**src/hdl/ptq_pkg.sv**
```systemverilog
// ----------------------------------------------------------------------------
// Periodic timer task queue package
// Shared types and codes for the timer task queue and its arithmetic unit.
// ----------------------------------------------------------------------------
package ptq_pkg;

   localparam logic [2:0] FUNC_TICK     = 3'd0;
   localparam logic [2:0] FUNC_SEND     = 3'd1;
   localparam logic [2:0] FUNC_DELAY    = 3'd2;
   localparam logic [2:0] FUNC_PERIODIC = 3'd3;
   localparam logic [2:0] FUNC_CANCEL   = 3'd4;

   localparam logic [1:0] KIND_SEND = 2'd0;
   localparam logic [1:0] KIND_ID   = 2'd1;
   localparam logic [1:0] KIND_DROP = 2'd2;

   typedef struct packed {
      logic [2:0]  func;
      logic [7:0]  delay_seconds;
      logic [31:0] dest_ip;
      logic [15:0] dest_port;
      logic [7:0]  payload_handle;
      logic [15:0] cancel_id;
   } req_type;

   typedef struct packed {
      logic [1:0]  event_kind;
      logic [31:0] out_ip;
      logic [15:0] out_port;
      logic [7:0]  out_handle;
      logic [15:0] out_id;
      logic        last;
   } rsp_type;

   typedef struct packed {
      logic [31:0] sum;
      logic        due;
      logic        earlier;
      logic        id_match;
   } ptq_alu_type;

endpackage

```
**src/hdl/periodic_timer_task_queue_top.sv**
```systemverilog
// ----------------------------------------------------------------------------
// Periodic timer task queue
// Table of timed send tasks served in earliest-deadline order.
// ----------------------------------------------------------------------------
// The request channel (req_valid, req_stall, req_data) takes one command per
// transfer: tick, send now, schedule a one-shot, schedule a periodic task or
// cancel by id. The response channel (rsp_valid, rsp_stall, rsp_data) returns
// send, id and drop events; the final event of a command has last set.
// The block takes one command at a time and stalls the request channel while
// it works. Scheduling walks the valid bits, one slot per cycle, to find a
// free slot. Cancel reads every slot once through the single read port of
// the slot memory. A tick makes one pass over the slot memory. Each due task
// is then sent, and every due task but the last is followed by a further
// pass.
// Reset clears the clock, all valid bits and the output valid flag and sets
// the id counter to one. A held response does not block a new command, but
// the next event waits until the held one completes its transfer.
// ----------------------------------------------------------------------------
module periodic_timer_task_queue_top import ptq_pkg::*; #(
   parameter int SLOTS   = 16,
   parameter int ID_BITS = 16
) (
   input  logic    clock,
   input  logic    reset,
   input  logic    req_valid,
   output logic    req_stall,
   input  req_type req_data,
   output logic    rsp_valid,
   input  logic    rsp_stall,
   output rsp_type rsp_data
);

   localparam int IDX_W  = $clog2(SLOTS);
   localparam int CNT_W  = $clog2(SLOTS + 1);
   localparam int ID_EXT = (ID_BITS > 16) ? ID_BITS : 16;
   localparam logic [IDX_W-1:0] LAST_IDX = IDX_W'(SLOTS - 1);

   typedef struct packed {
      logic [31:0]        deadline;
      logic [7:0]         interval;
      logic [ID_BITS-1:0] task_id;
      logic [31:0]        ip;
      logic [15:0]        port;
      logic [7:0]         handle;
   } slot_type;

   typedef enum logic [2:0] {
      ST_IDLE,
      ST_FREE_SCAN,
      ST_TICK_SCAN,
      ST_TICK_SEND,
      ST_CANCEL_SCAN,
      ST_EMIT
   } state_type;

   function automatic logic [15:0] id_to_out(input logic [ID_BITS-1:0] id);
      logic [ID_EXT-1:0] e;
      e = ID_EXT'(id);
      return e[15:0];
   endfunction

   state_type          state_ff, state_in;
   req_type            req_ff, req_in;
   logic [31:0]        now_ff, now_in;
   logic [ID_BITS-1:0] next_id_ff, next_id_in;
   logic [ID_BITS-1:0] id_inc;
   logic [SLOTS-1:0]   valid_ff, valid_in;
   logic [SLOTS-1:0]   pending_ff, pending_in;
   logic [CNT_W-1:0]   cnt_ff, cnt_in;
   logic [IDX_W-1:0]   issue_idx_ff, issue_idx_in;
   logic               issue_on_ff, issue_on_in;
   logic               rd_vld_ff, rd_vld_in;
   logic [IDX_W-1:0]   rd_idx_ff, rd_idx_in;
   logic               first_ff, first_in;
   logic               best_found_ff, best_found_in;
   logic [IDX_W-1:0]   best_idx_ff, best_idx_in;
   slot_type           best_ff, best_in;
   logic [1:0]         kind_ff, kind_in;
   logic [15:0]        id_ff, id_in;
   logic               rsp_valid_ff, rsp_valid_in;
   rsp_type            rsp_ff, rsp_in;

   slot_type           slot_mem [SLOTS];
   slot_type           rd_data_ff;
   logic               mem_we;
   logic [IDX_W-1:0]   mem_wa;
   slot_type           mem_wd;

   logic               out_free;
   logic               scan_cand;
   logic [7:0]         alu_addend;
   ptq_alu_type        alu_res;

   assign alu_addend = (state_ff == ST_FREE_SCAN) ? req_ff.delay_seconds : best_ff.interval;

   ptq_alu #(
      .ID_BITS(ID_BITS)
   ) u_alu (
      .now_seconds  (now_ff),
      .addend       (alu_addend),
      .deadline     (rd_data_ff.deadline),
      .best_deadline(best_ff.deadline),
      .task_id      (rd_data_ff.task_id),
      .cancel_id    (req_ff.cancel_id),
      .result       (alu_res)
   );

   assign out_free  = !rsp_valid_ff || !rsp_stall;
   assign scan_cand = first_ff ? (valid_ff[rd_idx_ff] & alu_res.due) : pending_ff[rd_idx_ff];
   assign id_inc    = next_id_ff + 1'b1;

   assign req_stall = (state_ff != ST_IDLE);
   assign rsp_valid = rsp_valid_ff;
   assign rsp_data  = rsp_ff;

   always_comb begin
      state_in      = state_ff;
      req_in        = req_ff;
      now_in        = now_ff;
      next_id_in    = next_id_ff;
      valid_in      = valid_ff;
      pending_in    = pending_ff;
      cnt_in        = cnt_ff;
      issue_idx_in  = issue_idx_ff;
      issue_on_in   = issue_on_ff;
      rd_vld_in     = 1'b0;
      rd_idx_in     = rd_idx_ff;
      first_in      = first_ff;
      best_found_in = best_found_ff;
      best_idx_in   = best_idx_ff;
      best_in       = best_ff;
      kind_in       = kind_ff;
      id_in         = id_ff;
      rsp_valid_in  = rsp_valid_ff;
      rsp_in        = rsp_ff;
      mem_we        = 1'b0;
      mem_wa        = best_idx_ff;
      mem_wd        = best_ff;

      if (rsp_valid_ff && !rsp_stall) begin
         rsp_valid_in = 1'b0;
      end

      if (issue_on_ff) begin
         rd_vld_in = 1'b1;
         rd_idx_in = issue_idx_ff;
         if (issue_idx_ff == LAST_IDX) begin
            issue_on_in = 1'b0;
         end else begin
            issue_idx_in = issue_idx_ff + 1'b1;
         end
      end

      case (state_ff)
         ST_IDLE: begin
            if (req_valid) begin
               req_in       = req_data;
               issue_idx_in = '0;
               case (req_data.func)
                  FUNC_TICK: begin
                     now_in        = now_ff + 32'd1;
                     first_in      = 1'b1;
                     best_found_in = 1'b0;
                     cnt_in        = '0;
                     issue_on_in   = 1'b1;
                     state_in      = ST_TICK_SCAN;
                  end
                  FUNC_SEND: begin
                     kind_in  = KIND_SEND;
                     id_in    = '0;
                     state_in = ST_EMIT;
                  end
                  FUNC_DELAY, FUNC_PERIODIC: begin
                     state_in = ST_FREE_SCAN;
                  end
                  FUNC_CANCEL: begin
                     issue_on_in = 1'b1;
                     state_in    = ST_CANCEL_SCAN;
                  end
                  default: begin
                     state_in = ST_IDLE;
                  end
               endcase
            end
         end
         ST_FREE_SCAN: begin
            if (!valid_ff[issue_idx_ff]) begin
               mem_we          = 1'b1;
               mem_wa          = issue_idx_ff;
               mem_wd.deadline = alu_res.sum;
               mem_wd.ip       = req_ff.dest_ip;
               mem_wd.port     = req_ff.dest_port;
               mem_wd.handle   = req_ff.payload_handle;
               valid_in[issue_idx_ff] = 1'b1;
               if (req_ff.func == FUNC_PERIODIC) begin
                  mem_wd.interval = req_ff.delay_seconds;
                  mem_wd.task_id  = next_id_ff;
                  kind_in         = KIND_ID;
                  id_in           = id_to_out(next_id_ff);
                  next_id_in      = (id_inc == '0) ? ID_BITS'(1) : id_inc;
                  state_in        = ST_EMIT;
               end else begin
                  mem_wd.interval = '0;
                  mem_wd.task_id  = '0;
                  state_in        = ST_IDLE;
               end
            end else if (issue_idx_ff == LAST_IDX) begin
               kind_in  = KIND_DROP;
               id_in    = '0;
               state_in = ST_EMIT;
            end else begin
               issue_idx_in = issue_idx_ff + 1'b1;
            end
         end
         ST_TICK_SCAN: begin
            if (rd_vld_ff) begin
               if (first_ff) begin
                  pending_in[rd_idx_ff] = scan_cand;
                  cnt_in = cnt_ff + CNT_W'(scan_cand);
               end
               if (scan_cand && (!best_found_ff || alu_res.earlier)) begin
                  best_found_in = 1'b1;
                  best_idx_in   = rd_idx_ff;
                  best_in       = rd_data_ff;
               end
               if (rd_idx_ff == LAST_IDX) begin
                  state_in = best_found_in ? ST_TICK_SEND : ST_IDLE;
               end
            end
         end
         ST_TICK_SEND: begin
            if (out_free) begin
               rsp_valid_in      = 1'b1;
               rsp_in.event_kind = KIND_SEND;
               rsp_in.out_ip     = best_ff.ip;
               rsp_in.out_port   = best_ff.port;
               rsp_in.out_handle = best_ff.handle;
               rsp_in.out_id     = id_to_out(best_ff.task_id);
               rsp_in.last       = (cnt_ff == CNT_W'(1));
               if (best_ff.interval != '0) begin
                  mem_we          = 1'b1;
                  mem_wd.deadline = alu_res.sum;
               end else begin
                  valid_in[best_idx_ff] = 1'b0;
               end
               pending_in[best_idx_ff] = 1'b0;
               cnt_in = cnt_ff - CNT_W'(1);
               if (cnt_ff == CNT_W'(1)) begin
                  state_in = ST_IDLE;
               end else begin
                  first_in      = 1'b0;
                  best_found_in = 1'b0;
                  issue_on_in   = 1'b1;
                  issue_idx_in  = '0;
                  state_in      = ST_TICK_SCAN;
               end
            end
         end
         ST_CANCEL_SCAN: begin
            if (rd_vld_ff) begin
               if (valid_ff[rd_idx_ff] && alu_res.id_match) begin
                  valid_in[rd_idx_ff] = 1'b0;
               end
               if (rd_idx_ff == LAST_IDX) begin
                  state_in = ST_IDLE;
               end
            end
         end
         ST_EMIT: begin
            if (out_free) begin
               rsp_valid_in      = 1'b1;
               rsp_in.event_kind = kind_ff;
               rsp_in.out_ip     = req_ff.dest_ip;
               rsp_in.out_port   = req_ff.dest_port;
               rsp_in.out_handle = req_ff.payload_handle;
               rsp_in.out_id     = id_ff;
               rsp_in.last       = 1'b1;
               state_in          = ST_IDLE;
            end
         end
         default: begin
            state_in = ST_IDLE;
         end
      endcase
   end

   always_ff @(posedge clock) begin
      if (reset) begin
         state_ff      <= ST_IDLE;
         now_ff        <= '0;
         next_id_ff    <= ID_BITS'(1);
         valid_ff      <= '0;
         pending_ff    <= '0;
         cnt_ff        <= '0;
         issue_idx_ff  <= '0;
         issue_on_ff   <= 1'b0;
         rd_vld_ff     <= 1'b0;
         rd_idx_ff     <= '0;
         first_ff      <= 1'b0;
         best_found_ff <= 1'b0;
         best_idx_ff   <= '0;
         rsp_valid_ff  <= 1'b0;
      end else begin
         state_ff      <= state_in;
         now_ff        <= now_in;
         next_id_ff    <= next_id_in;
         valid_ff      <= valid_in;
         pending_ff    <= pending_in;
         cnt_ff        <= cnt_in;
         issue_idx_ff  <= issue_idx_in;
         issue_on_ff   <= issue_on_in;
         rd_vld_ff     <= rd_vld_in;
         rd_idx_ff     <= rd_idx_in;
         first_ff      <= first_in;
         best_found_ff <= best_found_in;
         best_idx_ff   <= best_idx_in;
         rsp_valid_ff  <= rsp_valid_in;
      end
   end

   always_ff @(posedge clock) begin
      req_ff  <= req_in;
      best_ff <= best_in;
      kind_ff <= kind_in;
      id_ff   <= id_in;
      rsp_ff  <= rsp_in;
   end

   always_ff @(posedge clock) begin
      if (mem_we) begin
         slot_mem[mem_wa] <= mem_wd;
      end
      rd_data_ff <= slot_mem[issue_idx_ff];
   end

`ifndef ASSERT_OFF
   a_cnt_bound: assert property (@(posedge clock) disable iff (reset)
      cnt_ff <= CNT_W'(SLOTS))
      else $error("due task count exceeds the slot count");

   a_pending_valid: assert property (@(posedge clock) disable iff (reset)
      (pending_ff & ~valid_ff) == '0)
      else $error("a due task is marked in a free slot");

   a_idle_clean: assert property (@(posedge clock) disable iff (reset)
      (state_ff == ST_IDLE) |-> (pending_ff == '0 && cnt_ff == '0))
      else $error("due tasks remain after a tick ended");

   a_last_end: assert property (@(posedge clock) disable iff (reset)
      (state_ff == ST_TICK_SEND && out_free) |=> (rsp_ff.last == (state_ff == ST_IDLE)))
      else $error("last flag does not match the end of a tick");
`endif

endmodule

```
**src/hdl/ptq_alu.sv**
```systemverilog
// ----------------------------------------------------------------------------
// Timer queue arithmetic unit
// Shared deadline adder and the due, ordering and id compares for one slot.
// ----------------------------------------------------------------------------
module ptq_alu import ptq_pkg::*; #(
   parameter int ID_BITS = 16
) (
   input  logic [31:0]        now_seconds,
   input  logic [7:0]         addend,
   input  logic [31:0]        deadline,
   input  logic [31:0]        best_deadline,
   input  logic [ID_BITS-1:0] task_id,
   input  logic [15:0]        cancel_id,
   output ptq_alu_type        result
);

   localparam int ID_EXT = (ID_BITS > 16) ? ID_BITS : 16;

   logic [ID_EXT-1:0] id_ext;
   logic [ID_EXT-1:0] cid_ext;

   assign id_ext  = ID_EXT'(task_id);
   assign cid_ext = ID_EXT'(cancel_id);

   always_comb begin
      result.sum      = now_seconds + 32'(addend);
      result.due      = (deadline <= now_seconds);
      result.earlier  = (deadline < best_deadline);
      result.id_match = (id_ext == cid_ext);
   end

endmodule
```
**config.mk**
```make
export PLATFORM = sky130hd
export DESIGN_NAME = periodic_timer_task_queue_top
export DESIGN_NICKNAME = d
export VERILOG_FILES = /design/src/hdl/ptq_pkg.sv /design/src/hdl/periodic_timer_task_queue_top.sv /design/src/hdl/ptq_alu.sv
export SDC_FILE = /design/constraint.sdc
export NUM_CORES = 2
export LEC_CHECK = 0
export BUFFER_PORTS_ARGS = -buffer_cell sky130_fd_sc_hd__buf_2
export CORE_MARGIN = 2
export CORE_UTILIZATION = 33
export DETAILED_ROUTE_END_ITERATION = 10
export SYNTH_ARGS = -nofsm -noshare
export SYNTH_HDL_FRONTEND = slang
export SYNTH_SLANG_ARGS = --single-unit
```
**constraint.sdc**
```tcl
create_clock -name clock -period 9.75 [get_ports clock]
set_clock_uncertainty 0.2 [all_clocks]
set_input_delay 2.925 -clock clock [delete_from_list [all_inputs] [get_ports clock]]
set_output_delay 2.925 -clock clock [all_outputs]
set_load 0.05 [all_outputs]
```
==> metrics <==
status finished clean; Peak supply drop roughly 0.19 mV; worst slew pin tran 1472 ps; endpoints failing hold 0; Fill cells 24,130; vias per inst 5.177; fin crit share 0.6180; IO Count 164; top-area cell type share of the netlist area 0.7021; hold crit path type flip-flop to flip-flop; Clock Sinks ~2,300; Pleak approximately 32 nW; critical path arrival 6290 ps; row count 190; R2R cell count 12; Post-Syn Area 0.08896 mm²; Post-Syn Instances 4,456; reg2reg end slot_mem[9][105]; synthesized area per cell 19.96 µm²; Critical Path RT approximately 10,000 ps; CTS max path bufs 3; Synthesized Nets 4,625; Core Box Area 0.2682 mm²; routed via count ~44,000; antenna-violating nets left 0; share of cells above drive strength 1 0.2699; Final Critical Period 6025 ps; most area-hungry cell type in the Yosys netlist edfxtp_1; vias in the first global route 45,290; Worst-path clk slew 60 ps; Critical Setup Path Class input port to flip-flop; RSZ-0062 raised after global routing false; Yosys cell types 79; TritonCTS clock tree done; total wire length between 200 and 250 mm; DRC 0; worst rel slew slack 0.01841; drt first pass iters 6; max-slew violations 0; total chip power 0.02475 W; YS warnings 0; Max Fclk 166.0 MHz; register area share after synthesis 0.7509; Initial Util 0.3318; Die Ht approximately 520 µm; GRT Residual Overflow 0; Post-synth ARST share 0; post-cts hold buffer count 0; Post-CTS Resized 0; first-pass GRT wire length 315.3 mm; Post-synth EDFFs 2,080; launch point of the worst reg-to-reg path state_ff[2]; Port Buf Inserts ~160; root buf cell clkbuf_16; drt wl/cell 25.26 µm; largest net degree at the start of global routing ~130; CP max FO 24; H-tree lvl count 4; Synth Flop Type edfxtp_1; endpoints failing setup 0; Max-cap violations 0; crit path launch rsp_stall; setup_tns 0 ps; critical path endpoint category flip-flop; Post-DP HPWL 114.1 mm; Die Area 0.2737 mm²; worst-skew pair later-pin latency 880 ps; Worst Setup Start Kind input port; R2R setup slack 4020 ps; gr usage total 0.1555; initial antenna violation count 5; Area contributors post-synth edfxtp_1 70%, mux4_2 15%, dfxtp_1 4.9%, nand2_1 1.4%, ha_1 1.1%; die extent in x 523.2 µm; Worst Setup EP slot_mem[11][64]; TritonCTS Buffers between 200 and 250; routability-driven placement congestion ratio 0.8024; pwr/cell area 241.4 mW/mm²; Setup Fix Bufs, Post-CTS 0; synthesized flop and latch total 2,297; Area Overhead vs Synth 15.24%; initial DRC count 4,532; fin nets 4,885
cells in the mapped netlist, drive strengths merged, types with 8 or more instances:
cell    instances
a211oi         20
a21o            8
a21oi          86
a22oi          21
a31oi          27
and2           19
buf            92
clkbuf        128
dfxtp         217
edfxtp       2080
ha             81
inv            86
mux2           75
mux2i          16
mux4          573
nand2         321
nand2b         22
nand3          60
nand4          33
nor2          139
nor2b          30
nor3           41
nor4           19
o21ai          74
o31ai          16
or3            21
xnor2          49
xor2           26
through the flow:
step / utilization / setup slack [ps] / cells / cell area (µm²) / hold WS (ps)
6_report: 0.3823 / 3725 / 8477 / 102500 / 184.8
5_1_grt: 0.3823 / 3614 / 8477 / 102500 / 180.1
4_1_cts: 0.3823 / 3819 / 8476 / 102500 / 178.7
2_1_floorplan: - / 337.2 / 4456 / 88960 / 185.5
3_5_place_dp: 0.3518 / 2904 / 8033 / 94350 / 188.7
3_3_place_gp: 0.3518 / 2894 / 8033 / 94350 / 187.1
report_power, final:
| part | leakage, nW | internal, W | switching [W] |
|---|---|---|---|
| combinational | 7.54 | 0.000971 | 0.00212 |
| sequential | 20.6 | 0.0120 | 0.000257 |
| clock | 3.99 | 0.00548 | 0.00388 |
layer usage:
| metal | vias to the layer above | wire, µm | part of all wire | track usage |
|---|---|---|---|---|
| met5 | - | 38 | 0.00018 | 0 |
| met4 | 6 | 3198 | 0.015 | 0.03114 |
| met3 | 244 | 13290 | 0.062 | 0.02550 |
| met2 | 1506 | 102100 | 0.48 | 0.2495 |
| met1 | 23480 | 95530 | 0.45 | 0.2241 |
| li1 | 18650 | - | - | - |
worst max-delay path: stages:
cell	delay, ps
buf_2	110
nand2_1	240
nand2_1	190
nor2_1	840
a32oi_1	490
nor2_4	880
buf_4	550
kinds of logic after synthesis:
| logic type | share of synthesized area |
|---|---|
| flip-flops | 0.7509 |
| AND/OR/NAND/NOR | 0.03809 |
| multiplexers | 0.1564 |
| buffers and inverters | 0.01409 |
| AO/OA/AOI/OAI | 0.02153 |
| adder cells (fa/ha/maj) | 0.01162 |
| XOR/XNOR | 0.007384 |
cells in the final DEF (no fill, tap or decap), types with 26 or more instances in the layout:
cell type  netlist  layout
xor2_1          26      26
nor2b_1         30      30
bufinv_16        0      36
dfxtp_1        217     214
ha_1            81      81
o21ai_0         74      66
mux2_2          75      75
inv_1           84      84
mux4_2         573     573
clkbuf_1       127      33
a21oi_1         86      86
nor3_1          41      40
nand2_1        320     320
clkbuf_16        0     233
nor2_1         137     120
a31oi_1         27      27
buf_2           34     162
nand4_1         31      31
xnor2_1         49      49
buf_4            4      63
clkinv_2         0      61
nand3_1         60      60
edfxtp_1      2080    2080
sequential cells by signal (all words and copies together), names as in the netlist, 32 cells and up:
name,flops
best_ff,112
now_ff,32
rd_data_ff,112
slot_mem,1792
rsp_data,75
req_ff,83
cell type report:
class	count	area, µm²	area share
Tap cell	3552	4444	0.04335
Inverter	86	335.3	0.003271
Multi-Input combinational cell	1853	21070	0.2055
Sequential cell	2297	66820	0.6517
Clock buffer	279	6133	0.05983
Timing Repair Buffer	245	1684	0.01643
Antenna cell	1	2.502	0.00002441
Clock inverter	164	2038	0.01988
worst min path at each step:
stage | start | endpoint | slack, ps | depth (start not counted)
6_report | rd_data_ff[30] | best_ff[30] | 180 | 0
5_1_grt | rd_data_ff[30] | best_ff[30] | 180 | 0
4_1_cts | rd_data_ff[30] | best_ff[30] | 180 | 0
3_5_place_dp | rd_data_ff[73] | best_ff[73] | 190 | 0
3_3_place_gp | rd_data_ff[75] | best_ff[75] | 190 | 0
2_1_floorplan | rd_data_ff[0] | best_ff[0] | 190 | 0
(Power assumes the default switching activity.)
